File: src/design/dgcd_pkg.sv
// Package: shared types, constants and the microcode table of the cycle detector.
package dgcd_pkg;

  localparam int ROWS  = 64;
  localparam int VTX_W = 6;
  localparam int IDX_W = 7;
  localparam int STK_W = VTX_W + IDX_W;

  typedef struct packed {
    logic             cmd;
    logic [VTX_W-1:0] src_vertex;
    logic [VTX_W-1:0] dst_vertex;
  } in_t;

  typedef struct packed {
    logic has_cycle;
    logic bad_edge;
  } out_t;

  localparam logic CMD_ADD  = 1'b0;
  localparam logic CMD_EVAL = 1'b1;

  typedef enum logic [2:0] {
    S_IDLE,
    S_ADD,
    S_ROOT,
    S_SCAN,
    S_POP,
    S_DONE
  } step_t;

  typedef enum logic [2:0] {
    OP_IDLE,
    OP_ADD,
    OP_ROOT,
    OP_SCAN,
    OP_POP,
    OP_DONE
  } op_t;

  typedef struct packed {
    op_t op;
  } ctrl_t;

  typedef struct packed {
    logic [1:0] br;
  } status_t;

  typedef struct packed {
    op_t   op;
    step_t tgt0;
    step_t tgt1;
    step_t tgt2;
    step_t tgt3;
  } uword_t;

  typedef struct packed {
    logic             found;
    logic [VTX_W-1:0] idx;
  } ffs_t;

  function automatic uword_t ucode(input step_t s);
    uword_t w;
    case (s)
      S_IDLE:  w = '{OP_IDLE, S_IDLE, S_ADD,  S_IDLE, S_ROOT};
      S_ADD:   w = '{OP_ADD,  S_IDLE, S_IDLE, S_IDLE, S_IDLE};
      S_ROOT:  w = '{OP_ROOT, S_SCAN, S_DONE, S_DONE, S_DONE};
      S_SCAN:  w = '{OP_SCAN, S_SCAN, S_DONE, S_ROOT, S_POP};
      S_POP:   w = '{OP_POP,  S_SCAN, S_SCAN, S_SCAN, S_SCAN};
      S_DONE:  w = '{OP_DONE, S_DONE, S_IDLE, S_IDLE, S_IDLE};
      default: w = '{OP_IDLE, S_IDLE, S_IDLE, S_IDLE, S_IDLE};
    endcase
    return w;
  endfunction

  function automatic ffs_t find_first(input logic [ROWS-1:0] x);
    logic [ROWS-1:0] low;
    ffs_t            r;
    low     = x & (~x + ROWS'(1));
    r.found = |x;
    r.idx   = '0;
    for (int i = 0; i < ROWS; i++) begin
      if (low[i]) begin
        r.idx = r.idx | VTX_W'(i);
      end
    end
    return r;
  endfunction

endpackage

File: src/design/dgcd_sequencer.sv
// Microcode sequencer: step counter, control store and branch selection.
module dgcd_sequencer (
  input  logic             clk,
  input  logic             rst,
  input  dgcd_pkg::status_t status,
  output dgcd_pkg::ctrl_t   ctrl
);

  dgcd_pkg::step_t  step;
  dgcd_pkg::step_t  step_next;
  dgcd_pkg::uword_t uw;

  assign uw = dgcd_pkg::ucode(step);

  always_comb begin
    case (status.br)
      2'd0:    step_next = uw.tgt0;
      2'd1:    step_next = uw.tgt1;
      2'd2:    step_next = uw.tgt2;
      2'd3:    step_next = uw.tgt3;
      default: step_next = uw.tgt0;
    endcase
  end

  always_comb begin
    ctrl.op = uw.op;
  end

  always_ff @(posedge clk) begin
    if (rst) begin
      step <= dgcd_pkg::S_IDLE;
    end else begin
      step <= step_next;
    end
  end

endmodule

File: config.mk
export PLATFORM = sky130hd
export DESIGN_NAME = dgcd_sequencer
export DESIGN_NICKNAME = d
export VERILOG_FILES = /design/src/design/dgcd_pkg.sv /design/src/design/dgcd_sequencer.sv
export SDC_FILE = /design/constraint.sdc
export NUM_CORES = 1
export LEC_CHECK = 0
export BUFFER_PORTS_ARGS = -buffer_cell sky130_fd_sc_hd__buf_2
export CELL_PAD_IN_SITES_DETAIL_PLACEMENT = 0
export CELL_PAD_IN_SITES_GLOBAL_PLACEMENT = 1
export CORE_AREA = 2 2 39 41
export CTS_BUF_LIST = sky130_fd_sc_hd__clkbuf_4
export CTS_CLUSTER_DIAMETER = 80
export DETAILED_ROUTE_END_ITERATION = 8
export DIE_AREA = 0 0 41 43
export PLACE_DENSITY_LB_ADDON = 0.1
export SLEW_MARGIN = 25
export SYNTH_ARGS = -nofsm -noshare
export SYNTH_HDL_FRONTEND = slang
export SYNTH_SLANG_ARGS = --single-unit
File: constraint.sdc
create_clock -name clk -period 3.6 [get_ports clk]
set_clock_uncertainty 0.1 [all_clocks]
set_input_delay 0.72 -clock clk [delete_from_list [all_inputs] [get_ports clk]]
set_output_delay 0.72 -clock clk [all_outputs]
set_load 0.03 [all_outputs]
==> results of run 1 <==
[power groups by stage]
stage,Combinational (mW),Clock [mW],Sequential (mW)
5_1_grt,0.0270,0.0721,0.0404
3_3_place_gp,0.0247,0,0.0406
3_5_place_dp,0.0242,0,0.0405
4_1_cts,0.0243,0.0679,0.0400
6_report,0.0242,0.0649,0.0400
2_1_floorplan,0.0174,0,0.0393
[routing by layer]
layer / vias up / global-route usage [%] / wire [um]
met5: - / 0 / 0
met4: 0 / 6.00 / 0
met3: 0 / 3.14 / 21
met2: 8 / 11.9 / 298
met1: 121 / 8.97 / 236
li1: 129 / - / -
[path summary, 6_finish.rpt]
check	slack, ns	from	end
setup / recovery	1.46	step[1]	ctrl[0]
hold / removal	0.58	step[2]	step[1]
setup reg to reg	2.12	step[1]	step[0]
hold reg to reg	0.58	step[2]	step[1]
[cells by family (layout without fill, tap and decap cells)]
logic type / count (synthesis) / count (layout) / synth area share, %
xor+xnor: 1 / 1 / 3.59
compound gates: 8 / 8 / 21.0
buf+inv: 3 / 13 / 4.62
mux: 1 / 1 / 4.10
flops: 3 / 3 / 24.6
fa+ha+maj: 4 / 4 / 20.5
simple gates: 9 / 9 / 21.5
[cells in the final DEF (no fill, tap or decap)]
cell type	synthesis	final
buf_2	0	6
ha_1	4	4
clkbuf_4	0	4
inv_1	3	3
dfxtp_1	3	3
nor2_1	2	2
a21oi_1	2	2
nand3_1	2	2
nor2b_1	2	2
a31oi_1	2	2
o22ai_1	2	2
a211oi_1	1	1
mux2i_1	1	1
xnor2_1	1	1
o32ai_1	1	1
nand2_1	1	1
and4bb_1	1	1
or3_1	1	1
[worst reg2reg max path: cells and delay by family, from the launching register on]
| family | cells | cell delay (ns) |
|---|---|---|
| fa+ha+maj | 1 | 0.31 |
| flops | 1 | 0.50 |
| buf+inv | 1 | 0.12 |
| simple gates | 1 | 0.09 |
| compound gates | 2 | 0.27 |
[layout make-up]
type                       count  area, um^2  area share (%)
multi-input combinational     23         173            53.3
sequential                     3        60.1            18.5
clock buffer                   4        30.0            9.27
timing repair buffer           6        30.0            9.27
tap                           16        20.0            6.18
inverter                       3        11.3            3.47
[stage by stage]
stage / utilization, % / cells / area (um^2) / power, mW
floorplan: - / 29 / 244 / 0.0567
global placement: 21.2 / 51 / 294 / 0.0653
detailed placement: 21.2 / 51 / 294 / 0.0647
CTS: 23.4 / 55 / 324 / 0.132
global route: 23.4 / 55 / 324 / 0.139
finish: 23.4 / 55 / 324 / 0.129
==> results.md, run 1 <==
* Top_reg_cell synth: dfxtp_1
* Synth unique cells at 16
* Final Cycle Share at 59.4%
* CORE AREA at 1380 um^2
* Global Route Usage Sum at 8.12%
* Synthesis Warnings at 0
* Post-route DRC at 0
* Setup Buffers After CTS at 0
* Final min period at 2.14 ns
* Startpoint types: register
* Max VDD drop at 0.0815 mV
* Data arrival, critical path at 1.32 ns
* Antenna Violating Nets Remaining at 0
* Critical path's top delay family: flip-flops
* Status: finished clean
* CTS root buf: clkbuf_4
* DP Worst Slack at 1.69 ns
* Number of global-route vias before repair at 246
* Drt wl/cell at 10.1 um
* # hold bufs at CTS at 0
* Worst-Skew Late Latency at 0.23 ns
* WL final at 555 um
* Wire length of the first global-routing pass at 924 um
* Number of flip-flops in the largest register at 3
* # rows at 14
* Post-Syn Area at 244 um^2
* Max incr delay on CP at 0.39 ns
* Largest net degree at the start of global routing at 10
* Critical Path Stages at 3
* Cts bufs inserted at 3
* Die width at 41 um
* RSZ-0062 raised after global routing: false
* Slew Limit Fails at 0
* Proportion of layout cells with a drive suffix above 1 at 25.6%
* Slowest stage cell, crit path: dfxtp_1
* Initial antenna violation count at 0
* Hold crit path type: register to register
* Comb power frac at 18.7%
* Reg power frac at 31.0%
* Initial Utilization at 17.6%
* Largest buffer count on any clock path at 2
* Antenna cells at 0
* DRT Pass-1 Iters at 4
* F_max at 467 MHz
* # setup viols final at 0
* CTS resizes at 0
* Final hold vios at 0
* Ys async rst share at 0%
* Syn Area/Cell at 8.41 um^2
* Port Buffers at 6
* Clk pwr share at 50.3%
* Io pins at 7
* Worst Path Required at 2.78 ns
* Crit path max fanout at 9
* Final HPWL DP at 426 um
* Synth Register Bits at 3
* Crit-path cells: ha_1 > a211oi_1 > buf_2
* Pint at 0.0947 mW
* RePlAce Congestion at 0.710
* CTS tree: yes
* CTS Sinks at 3
* Layout Nets at 48
* Biggest regs: step x3
* H-tree levels at 1
* Number of synthesized flops with an enable pin at 0
* Seq/Total Area, Yosys at 24.6%
* Leak at 0.142 nW
* Iteration-0 DRC Markers at 7
* Setup TNS Final at 0 ns
* Critical Path Sink Type: output pin
* Post-route setup slack at 1.46 ns
* Fillers at 157
* Hold Slack at 0.581 ns
* Worst slew pin tran at 0.324 ns
* Hold Crit Depth at 2
* Die height at 43 um
* Most frequent cell after synthesis: ha_1
* Switching share of power at 26.6%
* Crit Path Category: register to output pin
* GRT overflow at 0
* Synth Instances at 29
* Max-Cap Viols at 0
* Slew Limit Headroom at 78.4%
* Vias at 258
* Via density at 4.69
* R2R cell count at 5
* Buffers & Inverters on Critical Path at 1
* Share of the synthesized area in the top cell type at 24.6%
* Most flops, register: step
* Area growth, synth to finish at 32.8%
* Synth top cells by count: 4 x ha_1, 3 x dfxtp_1, 3 x inv_1
* Die area at 1760 um^2
* Synth area leaders: dfxtp_1 25%, ha_1 21%, a31oi_1 5.1%
* Pwr dens at 398 nW/um^2
* Net Sw Power at 0.0343 mW
* Worst-path clk slew at 0.04 ns
* Synth Net Count at 37
* Dominant cell type by area after synthesis: dfxtp_1
Power figures use the tool's default switching activity.
==> inputs of run 2 (changes only) <==
--- a/config.mk
+++ b/config.mk
@@ -5,6 +5,7 @@
 export SDC_FILE = /design/constraint.sdc
 export NUM_CORES = 1
 export LEC_CHECK = 0
+export ABC_AREA = 1
 export BUFFER_PORTS_ARGS = -buffer_cell sky130_fd_sc_hd__buf_2
 export CELL_PAD_IN_SITES_DETAIL_PLACEMENT = 0
 export CELL_PAD_IN_SITES_GLOBAL_PLACEMENT = 1
==> constraint.sdc (replaced) <==
create_clock -name clk -period 1.7 [get_ports clk]
set_clock_uncertainty 0.1 [all_clocks]
set_input_delay 0.34 -clock clk [delete_from_list [all_inputs] [get_ports clk]]
set_output_delay 0.34 -clock clk [all_outputs]
set_load 0.03 [all_outputs]
==> run 2 against run 1 <==
Against the previous run: worst hold slack got worse by 0.38 ns; clock power increased by 110%; synthesized cell count is 62% higher; critical path type unchanged; critical endpoint unchanged; largest cell class unchanged.
==> results.md, run 2 <==
* Status: finished clean
* HP Start: rst
* Setup Buffers After CTS at 0 (unchanged)
* Number of flip-flops in the largest register at 3 (unchanged)
* R2r startpoint: step[1]
* Leak at 0.211 nW (+49%)
* Largest net degree at the start of global routing at 7 (-3)
* Core Util, Final at 27.1% (+3.7 points)
* # setup viols final at 0 (unchanged)
* Most common cell after layout, fill and taps aside: nand2_1
* Synth Net Count at 55 (+49%)
* Die width at 41 um (unchanged)
* Share of the synthesized area in the top cell type at 21.9% (-2.7 points)
* Max incr delay on CP at 0.42 ns (+0.03 ns)
* Die area at 1760 um^2 (unchanged)
* Startpoint types: register
* CORE AREA at 1380 um^2 (unchanged)
* Biggest regs: step x3
* GRT overflow at 0 (unchanged)
* Drt wl/cell at 8.41 um (-17%)
* Setup TNS Final at 0 ns (unchanged)
* Max-Cap Viols at 0 (unchanged)
* Synth Register Bits at 3 (unchanged)
* Worst slew pin tran at 0.209 ns (-0.116 ns)
* Hold Slack at 0.204 ns (-0.377 ns)
* Fillers at 166 (+5.7%)
* Antenna cells at 0 (unchanged)
* CTS Sinks at 3 (unchanged)
* Global Route Usage Sum at 10.0% (+1.9 points)
* RSZ-0062 raised after global routing: false
* Iteration-0 DRC Markers at 4 (-3)
* Most frequent cells in the layout: 17 x nand2_1, 6 x inv_1, 6 x buf_2
* Wire length of the first global-routing pass at 1.14 mm (+23%)
* Port Buffers at 6 (unchanged)
* Dominant cell type by area after synthesis: nand2_1
* Worst-path clk slew at 0.04 ns (about the same)
* Final min period at 1.59 ns
* CTS root buf: clkbuf_4
* WL final at 614 um (+11%)
* Slew Limit Fails at 0 (unchanged)
* Synthesis Warnings at 0 (unchanged)
* Antenna Violating Nets Remaining at 0 (unchanged)
* Non-filler cells, final at 73 (+33%)
* Io pins at 7 (unchanged)
* Slowest stage cell, crit path: dfxtp_1
* Number of global-route vias before repair at 289 (+17%)
* Initial Utilization at 21.1% (+3.4 points)
* CTS resizes at 0 (unchanged)
* Proportion of layout cells with a drive suffix above 1 at 35.1% (+9.4 points)
* Data arrival, critical path at 1.15 ns (-0.17 ns)
* Layout Nets at 66 (+38%)
* Crit path from: step[2]
* Final hold vios at 0 (unchanged)
* RePlAce Congestion at 0.654 (-7.8%)
* XOR/XNOR Fraction of Synth Area at 0% (-3.6 points)
* Cts bufs inserted at 3 (unchanged)
* Top_reg_cell synth: dfxtp_1
* Syn Area/Cell at 6.20 um^2 (-26%)
* Multi-input logic area at 204 um^2 (+18%)
* Worst Path Required at 1.26 ns (-1.52 ns)
* Slew Limit Headroom at 86.1% (+7.7 points)
* Synth top cells by count: 17 x nand2_1, 6 x inv_1, 4 x ha_1, 4 x nand3_1, 4 x nor2_1
* Post-route DRC at 0 (unchanged)
* Storage cell area at 61.3 um^2 (+2.1%)
* Initial antenna violation count at 0 (unchanged)
* Multiplexer share of the synthesized area at 0% (-4.1 points)
* Vias at 292 (+13%)
* Crit-path cells: ha_2 > nor2_1 > buf_2
* Ys async rst share at 0% (unchanged)
* Post-Syn Area at 292 um^2 (+19%)
* Worst-Skew Late Latency at 0.23 ns (about the same)
* Die height at 43 um (unchanged)
* # hold bufs at CTS at 0 (unchanged)
* Max VDD drop at 0.322 mV (+300%)
* Crit Path Category: register to output pin
* Most flops, register: step
* Seq/Total Area, Yosys at 20.6% (-4.0 points)
* Synth Instances at 47 (+62%)
* # rows at 14 (unchanged)
* Synthesized-area fraction occupied by adder cells at 17.2% (-3.3 points)
* Simple-Gate Fraction of Synth Area at 44.2% (+23 points)
* F_max at 630 MHz
* H-tree levels at 1 (unchanged)
* Synth area leaders: nand2_1 22%, dfxtp_1 21%, ha_1 17%
* CTS tree: yes
* Final Cycle Share at 93.3%
* Most frequent cell after synthesis: nand2_1
* Crit path max fanout at 5 (-4)
* Pwr dens at 745 nW/um^2 (+87%)
* DRT Pass-1 Iters at 2 (-2)
* Number of synthesized flops with an enable pin at 0 (unchanged)
* Synth unique cells at 12 (-4)
* Critical Path Sink Type: output pin
* Final HPWL DP at 540 um (+27%)
* Main combinational cell family by area after synthesis: simple AND/OR/NAND/NOR gates
* Inst Count DP at 69 (+35%)
* Area growth, synth to finish at 28.8%
* Via density at 4.00 (-15%)
* Largest buffer count on any clock path at 2 (unchanged)
* Hold crit path type: input port to register
* Post-synthesis compound-gate area fraction at 7.73% (-13 points)
-- run 2: cell count changes after synthesis, moves of 2 or more --
cell and change:
nand2_1 +16, inv_1 +3, a21oi_2 +2, a31oi_1 -2, inv_2 +2, nand3_1 +2, nor2_1 +2, nor2_2 +2
nor2b_1 -2, o22ai_1 -2
-- run 2: critical path, delay by kind of cell (launching register included) --
kind / cells / cell delay [ns]
buf+inv: 1 / 0.17
fa+ha+maj: 1 / 0.27
flops: 1 / 0.42
simple gates: 1 / 0.06
-- run 2: final cells by class --
cell class | count | share of cell area [%]
clock buffers | 4 | 8.00
inverters | 8 | 8.00
multi-input cells | 36 | 54.3
flip-flops and latches | 3 | 16.3
well taps | 16 | 5.33
repair buffers | 6 | 8.00
-- run 2: worst paths after layout --
path	end	slack, ns	depth (start not counted)
hold reg to reg	step[1]	0.44	2
setup / recovery	ctrl[0]	0.11	3
hold / removal	step[0]	0.20	2
setup reg to reg	step[0]	0.44	5
-- run 2: where the power goes --
group	internal, mW	switching, mW
logic	0.0208	0.0386
clock network	0.104	0.0343
registers	0.0756	0.00655
total	0.200	0.0795
-- run 2: kinds of logic after synthesis --
group	count (synthesis)
adders and majority gates	4
AOI/OAI and AO/OA	3
buffers and inverters	8
and+or+nand+nor	29
DFF	3
-- run 2: layer usage --
metal  track usage (%)  routed length [um]  up-vias
li1                  -                   -      162
met1              11.6                 283      127
met2              14.4                 313        3
met3              3.14                  17        0
met4              8.00                   0        0
met5                 0                   0        -
-- run 2: per-stage QoR --
| stage | area, um^2 | total power, mW | worst slack, ns |
|---|---|---|---|
| 6_report | 375 | 0.280 | 0.113 |
| 5_1_grt | 375 | 0.306 | 0.0296 |
| 4_1_cts | 372 | 0.287 | 0.0535 |
| 3_5_place_dp | 342 | 0.142 | 0.308 |
| 3_3_place_gp | 342 | 0.146 | 0.328 |
| 2_1_floorplan | 292 | 0.125 | 0.218 |
